File: config.mk
export PLATFORM = sky130hd
export DESIGN_NAME = two_wire_display_bus_master_top
export DESIGN_NICKNAME = d
export VERILOG_FILES = /design/src/twdbm_pkg.sv /design/src/twdbm_core.sv /design/src/two_wire_display_bus_master_top.sv
export SDC_FILE = /design/constraint.sdc
export NUM_CORES = 1
export LEC_CHECK = 0
export ABC_AREA = 1
export BUFFER_PORTS_ARGS = -buffer_cell sky130_fd_sc_hd__buf_2
export CAP_MARGIN = 20
export CORE_UTILIZATION = 40
export DETAILED_ROUTE_END_ITERATION = 6
export PLACE_DENSITY = 0.6
export SLEW_MARGIN = 20
export SYNTH_ARGS = -nofsm -noshare
export SYNTH_HDL_FRONTEND = slang
export SYNTH_SLANG_ARGS = --single-unit
File: constraint.sdc
create_clock -name i_clk -period 2.3 [get_ports i_clk]
set_input_delay 0.23 -clock i_clk [delete_from_list [all_inputs] [get_ports i_clk]]
set_output_delay 0.23 -clock i_clk [all_outputs]
set_load 0.02 [all_outputs]
File: src/twdbm_pkg.sv
`timescale 1ns / 1ps
`default_nettype none
// ----------------------------------------------------------------------------
// twdbm_pkg
// Shared command codes, segment counts and the result record of the
// two-wire display bus master.
// ----------------------------------------------------------------------------
package twdbm_pkg;

    localparam int unsigned CMD_W  = 3;
    localparam int unsigned SEG_W  = 5;
    localparam int unsigned BYTE_W = 8;

    localparam logic [CMD_W-1:0] CMD_TICK  = 3'd0;
    localparam logic [CMD_W-1:0] CMD_IDLE  = 3'd0;
    localparam logic [CMD_W-1:0] CMD_START = 3'd1;
    localparam logic [CMD_W-1:0] CMD_WRITE = 3'd2;
    localparam logic [CMD_W-1:0] CMD_READ  = 3'd3;
    localparam logic [CMD_W-1:0] CMD_STOP  = 3'd4;

    localparam logic [SEG_W-1:0] SEG_CNT_WRITE = 5'd20;
    localparam logic [SEG_W-1:0] SEG_CNT_READ  = 5'd18;
    localparam logic [SEG_W-1:0] SEG_CNT_SHORT = 5'd2;

    // bit positions inside the output tdata
    localparam int unsigned OB_CLK  = 0;
    localparam int unsigned OB_DIO  = 1;
    localparam int unsigned OB_BUSY = 2;
    localparam int unsigned OB_DONE = 3;
    localparam int unsigned OB_RD   = 4;
    localparam int unsigned OB_ACK  = 12;
    localparam int unsigned OB_IGN  = 13;

    typedef struct packed {
        logic              clk_drive_low;
        logic              dio_drive_low;
        logic              busy;
        logic              done;
        logic [BYTE_W-1:0] rd_byte;
        logic              ack_level;
        logic              cmd_ignored;
    } t_result;

endpackage
`default_nettype wire

File: src/twdbm_core.sv
`timescale 1ns / 1ps
`default_nettype none
// ----------------------------------------------------------------------------
// twdbm_core
// Bus state (command, segment, shift register, pin latches) and the
// combinational segment sequencing logic for one beat.
// ----------------------------------------------------------------------------
module twdbm_core (
    input  wire logic                          i_clk,
    input  wire logic                          i_rst_n,
    input  wire logic                          i_en,
    input  wire logic [twdbm_pkg::CMD_W-1:0]   i_cmd,
    input  wire logic [twdbm_pkg::BYTE_W-1:0]  i_wr_byte,
    input  wire logic                          i_dio_in,
    output twdbm_pkg::t_result                 o_res
);

    logic [twdbm_pkg::CMD_W-1:0]  r_act,  n_act;
    logic [twdbm_pkg::SEG_W-1:0]  r_seg,  n_seg;
    logic [twdbm_pkg::BYTE_W-1:0] r_sh,   n_sh;
    logic                         r_clk,  n_clk;
    logic                         r_dmode, n_dmode;
    logic                         r_dlat, n_dlat;
    logic                         r_ack,  n_ack;

    logic                         do_enter;
    logic [twdbm_pkg::SEG_W-1:0]  k;
    logic [twdbm_pkg::CMD_W-1:0]  c;
    logic [twdbm_pkg::SEG_W-1:0]  seg_inc;
    logic [twdbm_pkg::SEG_W-1:0]  seg_total;
    logic                         done;
    logic                         ign;
    logic [twdbm_pkg::BYTE_W-1:0] rd;

    assign seg_inc = r_seg + 1'b1;

    always_comb begin
        unique case (r_act)
            twdbm_pkg::CMD_WRITE: seg_total = twdbm_pkg::SEG_CNT_WRITE;
            twdbm_pkg::CMD_READ:  seg_total = twdbm_pkg::SEG_CNT_READ;
            default:              seg_total = twdbm_pkg::SEG_CNT_SHORT;
        endcase
    end

    always_comb begin
        n_act    = r_act;
        n_seg    = r_seg;
        n_sh     = r_sh;
        n_clk    = r_clk;
        n_dmode  = r_dmode;
        n_dlat   = r_dlat;
        n_ack    = r_ack;
        do_enter = 1'b0;
        k        = '0;
        c        = r_act;
        done     = 1'b0;
        ign      = 1'b0;
        rd       = '0;

        if (i_en) begin
            if (i_cmd == twdbm_pkg::CMD_TICK) begin
                if (r_act != twdbm_pkg::CMD_IDLE) begin
                    // close current segment: sample data line
                    if (r_act == twdbm_pkg::CMD_WRITE) begin
                        if (r_seg == 5'd19) n_ack = i_dio_in;
                    end else if (r_act == twdbm_pkg::CMD_READ) begin
                        if (r_seg < 5'd16 && !r_seg[0]) begin
                            n_sh = {r_sh[twdbm_pkg::BYTE_W-2:0], i_dio_in};
                        end else if (r_seg == 5'd17) begin
                            n_ack = i_dio_in;
                        end
                    end
                    if (seg_inc != seg_total) begin
                        n_seg    = seg_inc;
                        do_enter = 1'b1;
                        k        = seg_inc;
                    end else begin
                        if (r_act == twdbm_pkg::CMD_WRITE || r_act == twdbm_pkg::CMD_READ) begin
                            n_dmode = 1'b1;
                        end
                        if (r_act == twdbm_pkg::CMD_READ) rd = n_sh;
                        done  = 1'b1;
                        n_act = twdbm_pkg::CMD_IDLE;
                        n_seg = '0;
                    end
                end
            end else if (i_cmd <= twdbm_pkg::CMD_STOP) begin
                if (r_act != twdbm_pkg::CMD_IDLE) begin
                    ign = 1'b1;
                end else begin
                    n_act    = i_cmd;
                    n_seg    = '0;
                    c        = i_cmd;
                    do_enter = 1'b1;
                    if (i_cmd == twdbm_pkg::CMD_WRITE) n_sh = i_wr_byte;
                    else if (i_cmd == twdbm_pkg::CMD_READ) n_sh = '0;
                end
            end
        end

        // pin changes as segment k opens
        if (do_enter) begin
            unique case (c)
                twdbm_pkg::CMD_START: begin
                    n_dmode = (k != '0);
                    n_clk   = (k != '0);
                end
                twdbm_pkg::CMD_STOP: begin
                    n_dmode = (k == '0);
                    n_clk   = (k == '0);
                end
                twdbm_pkg::CMD_WRITE: begin
                    if (k < 5'd16) begin
                        if (!k[0]) begin
                            n_clk = 1'b1;
                        end else begin
                            n_dlat = n_sh[twdbm_pkg::BYTE_W-1];
                            n_sh   = {n_sh[twdbm_pkg::BYTE_W-2:0], 1'b0};
                            n_clk  = 1'b0;
                        end
                    end else if (k == 5'd18) begin
                        n_clk   = 1'b1;
                        n_dmode = 1'b0;
                    end else if (k == 5'd19) begin
                        n_clk = 1'b0;
                    end
                end
                twdbm_pkg::CMD_READ: begin
                    if (k == '0) begin
                        n_dmode = 1'b0;
                        n_clk   = 1'b0;
                    end else if (k < 5'd16) begin
                        n_clk = k[0];
                    end else if (k == 5'd16) begin
                        n_clk   = 1'b1;
                        n_dmode = 1'b0;
                    end else begin
                        n_clk = 1'b0;
                    end
                end
                default: begin
                end
            endcase
        end
    end

    always_ff @(posedge i_clk) begin
        if (!i_rst_n) begin
            r_act   <= twdbm_pkg::CMD_IDLE;
            r_seg   <= '0;
            r_sh    <= '0;
            r_clk   <= 1'b0;
            r_dmode <= 1'b0;
            r_dlat  <= 1'b0;
            r_ack   <= 1'b1;
        end else if (i_en) begin
            r_act   <= n_act;
            r_seg   <= n_seg;
            r_sh    <= n_sh;
            r_clk   <= n_clk;
            r_dmode <= n_dmode;
            r_dlat  <= n_dlat;
            r_ack   <= n_ack;
        end
    end

    always_comb begin
        o_res.clk_drive_low = n_clk;
        o_res.dio_drive_low = n_dmode & ~n_dlat;
        o_res.busy          = (n_act != twdbm_pkg::CMD_IDLE);
        o_res.done          = done;
        o_res.rd_byte       = rd;
        o_res.ack_level     = n_ack;
        o_res.cmd_ignored   = ign;
    end

endmodule
`default_nettype wire

File: src/two_wire_display_bus_master_top.sv
`timescale 1ns / 1ps
`default_nettype none
// ----------------------------------------------------------------------------
// two_wire_display_bus_master_top
// Bit-level master for an open-drain two-wire display bus: start, write byte,
// read byte and stop commands, paced by tick beats of one half-bit each.
// ----------------------------------------------------------------------------
// One beat in, one beat out. A beat is taken every cycle while the output is
// not stalled; each accepted beat passes through the input register, then
// through the segment sequencer into the result register. Back-pressure on
// the output stalls the input register, which in turn drops s_tready.
module two_wire_display_bus_master_top (
    input  wire logic        i_clk,
    input  wire logic        i_rst_n,
    input  wire logic        i_s_tvalid,
    output logic             o_s_tready,
    input  wire logic [15:0] i_s_tdata,   // [7:0] wr_byte, [8] dio_in, [15:9] zero
    input  wire logic [7:0]  i_s_tuser,   // [2:0] cmd, [7:3] zero
    output logic             o_m_tvalid,
    input  wire logic        i_m_tready,
    output logic [15:0]      o_m_tdata    // [0] clk_drive_low, [1] dio_drive_low,
                                          // [2] busy_res, [3] done_res,
                                          // [11:4] rd_byte, [12] ack_level,
                                          // [13] cmd_ignored, [15:14] zero
);

    logic                          r_in_valid;
    logic [twdbm_pkg::CMD_W-1:0]   r_cmd;
    logic [twdbm_pkg::BYTE_W-1:0]  r_wr_byte;
    logic                          r_dio_in;
    logic                          r_out_valid;
    twdbm_pkg::t_result            r_out;
    twdbm_pkg::t_result            res;
    logic                          adv;
    logic                          s_acc;

    assign adv        = r_in_valid & (~r_out_valid | i_m_tready);
    assign o_s_tready = ~r_in_valid | adv;
    assign s_acc      = i_s_tvalid & o_s_tready;

    always_ff @(posedge i_clk) begin
        if (!i_rst_n) begin
            r_in_valid <= 1'b0;
        end else if (s_acc) begin
            r_in_valid <= 1'b1;
        end else if (adv) begin
            r_in_valid <= 1'b0;
        end
    end

    always_ff @(posedge i_clk) begin
        if (s_acc) begin
            r_cmd     <= i_s_tuser[twdbm_pkg::CMD_W-1:0];
            r_wr_byte <= i_s_tdata[7:0];
            r_dio_in  <= i_s_tdata[8];
        end
    end

    twdbm_core u_core (
        .i_clk     (i_clk),
        .i_rst_n   (i_rst_n),
        .i_en      (adv),
        .i_cmd     (r_cmd),
        .i_wr_byte (r_wr_byte),
        .i_dio_in  (r_dio_in),
        .o_res     (res)
    );

    always_ff @(posedge i_clk) begin
        if (!i_rst_n) begin
            r_out_valid <= 1'b0;
        end else if (adv) begin
            r_out_valid <= 1'b1;
        end else if (i_m_tready) begin
            r_out_valid <= 1'b0;
        end
    end

    always_ff @(posedge i_clk) begin
        if (adv) begin
            r_out <= res;
        end
    end

    assign o_m_tvalid = r_out_valid;
    assign o_m_tdata  = {2'b00, r_out.cmd_ignored, r_out.ack_level, r_out.rd_byte,
                         r_out.done, r_out.busy, r_out.dio_drive_low,
                         r_out.clk_drive_low};

endmodule
`default_nettype wire

# Word-level counts from Yosys, hierarchy flattened
# Index checks and enable logic that the tools add are counted.
[word_totals] ff_bits=48 latch_bits=0 ramBits=0 rom_bits=0 in_bits=28 out_inout_bits=18 word_cells=141 mem_count=0
[op_classes] add_sub_neg=1 mul=0 n_div=0 order_cmp=3 n_eq_ne=16 shifts=0 mux=75 n_bitwise=12 n_reduce_logical=15
[op_table] op="8-bit 2-to-1 mux" count=14
[op_table] op="1-bit 2-to-1 mux" count=42
[op_table] op="5-bit 2-to-1 mux" count=8
[op_table] op="5-bit equality test (second input constant)" count=5
[op_table] op="3-bit 2-to-1 mux" count=8
[op_table] op="3-bit by 2-bit equality test with 1-bit output (second input constant)" count=6
[op_table] op="5-bit < comparator (second input constant)" count=2
[op_table] op="5-bit one-hot mux with 2 select lines" count=1
[op_table] op="1-bit one-hot mux with 4 select lines" count=2
[op_table] op="1-bit inverter" count=7
[op_table] op="2-bit nonzero test" count=3
[op_table] op="3-bit nonzero test" count=2
[op_table] op="5-bit by 1-bit adder with 5-bit output (second input constant)" count=1
[op_table] op="5-bit logical NOT" count=1
[op_table] op="5-bit inequality test" count=1
[op_table] op="5-bit nonzero test" count=1
[op_table] op="4-bit AND reduction" count=1
[op_table] op="4-bit OR reduction" count=1
[op_table] op="1-bit AND" count=3
[op_table] op="3-bit by 1-bit equality test with 1-bit output (second input constant)" count=1
[op_table] op="3-bit equality test (second input constant)" count=1
[op_table] op="3-bit <= comparator (second input constant)" count=1
[op_table] op="3-bit logical NOT" count=1
[op_table] op="2-bit by 1-bit inequality test with 1-bit output (second input constant)" count=1
[op_table] op="7 further kinds" count=8

# Depth between registers and ports, before layout
[depth] depth_word=14 mapped_depth=17 depth_no_buf=16

# Cells and area by module
# A second synthesis with hierarchy kept.
[hier_totals] cells_unflattened=346 hier_area_um2=2713.9
[modules_own_cells] mod="twdbm_core" n_inst=1 cells_per_inst=304 area_each_um2=1819.2 seq_area_each_um2=400.4
[modules_own_cells] mod="two_wire_display_bus_master_top" n_inst=1 cells_per_inst=42 area_each_um2=894.6 seq_area_each_um2=820.8

# Least setup slack after synthesis
# OpenSTA, ideal clock, no wires.
[synth_path] path_type="register to register" startpoint="reg r_cmd[0] (netlist name)" endpoint="reg r_out (netlist bit o_m_tdata[0]) (data pin)" setup_ps=254 t_arrival_ps=1840 t_required_ps=2046 path_slack_ps=206 stages_incl_launch_ff=13 path_buffers=0 period_less_slack_ps=2094 cell_sequence="edfxtp_1 nor2_1 inv_1 ha_1 nor2_4 nand2_2 o21ai_4 nand3_1 a21oi_4 nand2b_1 nand2_1 inv_2 nand2_1"
[synth_rtl] item="start: declaration" line_no="two_wire_display_bus_master_top.sv:28" text="logic [twdbm_pkg::CMD_W-1:0] r_cmd;"
[synth_rtl] item="start signal: assignment" line_no="two_wire_display_bus_master_top.sv:53" text="r_cmd <= i_s_tuser[twdbm_pkg::CMD_W-1:0];"
[synth_rtl] item="end signal: assignment" line_no="two_wire_display_bus_master_top.sv:81" text="r_out <= res;"
[synth_rtl] item="end: declaration" line_no="two_wire_display_bus_master_top.sv:32" text="twdbm_pkg::t_result r_out;"

==> impl_metrics.ini <==
[synth]
synth.cell_area_sq_um = 2730
yosys_register_bits = 48
seq_area_frac_synth = 0.448
ys_warn_count = 0
post_synth_num_cell_types = 37
avgSynthCellArea_sq_um = 7.99
synth_cells = 341

[power]
power_leakage_nw = 1.34
finalPower_mw = 1.66
peakVddDrop_uv = 382
power_density_nw_per_um2 = 516

[hold_path]
hold_depth = 1
hold_path_class = in -> reg

[grt]
antenna_found_initial = 0
grt_pass1_vias = 2219
top_usage_layer = met2
grt_util_all_layers = 0.178
met1_usage = 0.244
grt_max_degree = 24
overflow = 0
grt_util_met2 = 0.282
grtUsageMet3 = 0.0383
grt_pass1_wl_mm = 10.2

[layout]
most-common-layout-cells = nand2_1 (79), inv_1 (31), buf_2 (31)
drive_gt1_frac = 0.307
multi_input_area_sq_um = 1340
fin_cells = 468
antennaDiodeCount = 0
ff_latch_area_sq_um = 1220
area_growth_pct = 18.3
final_common_cell = nand2_1
post-route-util = 0.499
fill_cells = 628
fin_nets = 424

[drt]
ant_nets = 0
num_vias = 2347
viasPerCell = 5.01
wl_mm = 6.03
drc = 1
first_iter_violations = 133
wl_per_cell_microns = 12.9
firstDrtPassIters = 6

[critical_path]
cp.buffers_inverters = 2
rrSetupSlack_ns = 0.12
cp.arrival_ns = 2.25
path_cells = nor2_4 -> inv_2 -> ha_4 -> nor2_4 -> nand2_2 -> o21ai_4 -> nand3_2 -> a21oi_4 -> nand2b_4 -> nand2_2 -> inv_2 -> nand2_2
path_common_cell = nand2_2
reg2reg_depth = 12
cp_num_cells = 12
max_stage_delay_ns = 0.44
crit_slowest_cell = edfxtp_1
cpLargestDelayFamily = simple AND/OR/NAND/NOR gates
cp-end-kind = register
start_kind = register
critical_path_required_ns = 2.37
crit_type = reg -> reg
path_max_fanout = 5

[clocking]
htreeDepth = 2
clk_pin_slew_ns = 0.09
root_buffer = clkbuf_8
clockBufferDepth = 2
ctsHoldBuffers = 0
cts_tree = done
clk_latency_ns = 0.30
cts_sinks = 48
cts_made_buffers = 5

[placed_design]
place.gp.congestion = 0.858
numPortBuffers = 31
hpwl_mm = 4.37
preCtsSetupSlack_ns = 0.0624
dpl.cell_count = 459

[sta]
period_minus_slack_ns = 2.18
finalSetupViolCount = 0
worst_pin_slew_ns = 0.800
slew_headroom = 0.466
setup_ws_ns = 0.116
final-max-slew-violation-count = 0
finClkSkew_ns = 0.00519
fin_crit_sh = 0.950
finalHoldViolations = 0
fmax_mhz = 458

[floorplanning]
num_rows = 29
dieHeight_microns = 84.5
core_area_sq_um = 6460
start_util = 0.422
dieArea_sq_um = 7150
die_x_microns = 84.5
io_pins = 46

[outcome]
status = finished, violations left
violations = design-rule violations

[flow_run]
maxCapViolations = 0
registers in the layout, indices dropped and copies added (netlist names), 3 cells and up:
name / cells
r_cmd: 3
u_core.r_seg: 5
o_m_tdata: 14
u_core.r_sh: 8
r_wr_byte: 8
u_core.r_act: 3
final cells by class:
| type | instances | area share |
|---|---|---|
| clock buffer | 5 | 0.0213 |
| clock inverter | 2 | 0.00388 |
| inverter | 48 | 0.0567 |
| multi-input combinational | 237 | 0.414 |
| sequential | 48 | 0.380 |
| tap | 77 | 0.0299 |
| timing repair buffer | 51 | 0.0947 |
worst reg2reg max path: cells and delay by family (launching register included):
family                   cells  cell delay, ns
adder cells (fa/ha/maj)      1            0.16
flip-flops                   1            0.44
AND/OR/NAND/NOR              7            0.79
AO/OA/AOI/OAI                2            0.44
buffers and inverters        2            0.13
worst paths after layout:
kind / start / to
hold / removal: i_s_tdata[7] / r_wr_byte[7]$_DFFE_PP_
hold reg to reg: u_core.r_sh[7]$_SDFFE_PN0P_ / u_core.r_sh[7]$_SDFFE_PN0P_
setup reg to reg: r_cmd[0]$_DFFE_PP_ / o_m_tdata[0]$_DFFE_PP_
setup / recovery: r_cmd[0]$_DFFE_PP_ / o_m_tdata[0]$_DFFE_PP_
Yosys cell counts, drive strengths merged:
library cell / count / area, sq um
clkbuf: 4 / 15.0
conb: 1 / 3.75
a21boi: 1 / 7.51
nand2: 94 / 395
buf: 5 / 42.5
dfxtp: 22 / 440
a31oi: 1 / 12.5
nor2: 29 / 146
o22ai: 7 / 43.8
ha: 5 / 62.6
o221ai: 1 / 8.76
clkinv: 1 / 3.75
o21ai: 27 / 150
a21oi: 27 / 150
a211oi: 1 / 7.51
nand4: 5 / 31.3
o211ai: 2 / 15.0
nand2b: 1 / 6.26
nand3: 32 / 213
nor3: 2 / 10.0
edfxtp: 26 / 781
inv: 47 / 179
metrics by stage:
| step | TNS (ns) | area, sq um | hold slack (ns) |
|---|---|---|---|
| 3_5_place_dp | 0 | 3060 | 0.408 |
| 5_1_grt | -0.00507 | 3220 | 0.0908 |
| 6_report | 0 | 3220 | 0.0984 |
| 3_3_place_gp | 0 | 3060 | 0.407 |
| 2_1_floorplan | 0 | 2730 | 0.309 |
| 4_1_cts | 0 | 3140 | 0.0891 |
per-layer routing:
layer,vias up,part of all wire
met5,-,0
met4,0,0.012
met3,7,0.057
met2,64,0.46
met1,1052,0.47
li1,1224,-
report_power, final:
group          switching (mW)  total, mW  internal [mW]
logic                   0.145      0.221         0.0759
clock network           0.286      0.492          0.206
registers              0.0159      0.950          0.934
total                   0.447       1.66           1.22
cell families (layout without fill, tap and decap cells):
group / Yosys count / count (layout) / synth area share
AOI/OAI and AO/OA: 67 / 67 / 0.145
adders and majority gates: 5 / 5 / 0.0230
buffers and inverters: 57 / 106 / 0.0882
DFF: 48 / 48 / 0.448
other: 1 / 2 / 0.00138
and+or+nand+nor: 163 / 163 / 0.294
what timing repair did:
action                                  4_1_cts  5_1_grt
endpoints found under the hold margin         0        0
endpoints found under the setup margin        0       14
resized for setup                             0       18
buffers inserted                              0        2
Power figures use the tool's default switching activity.
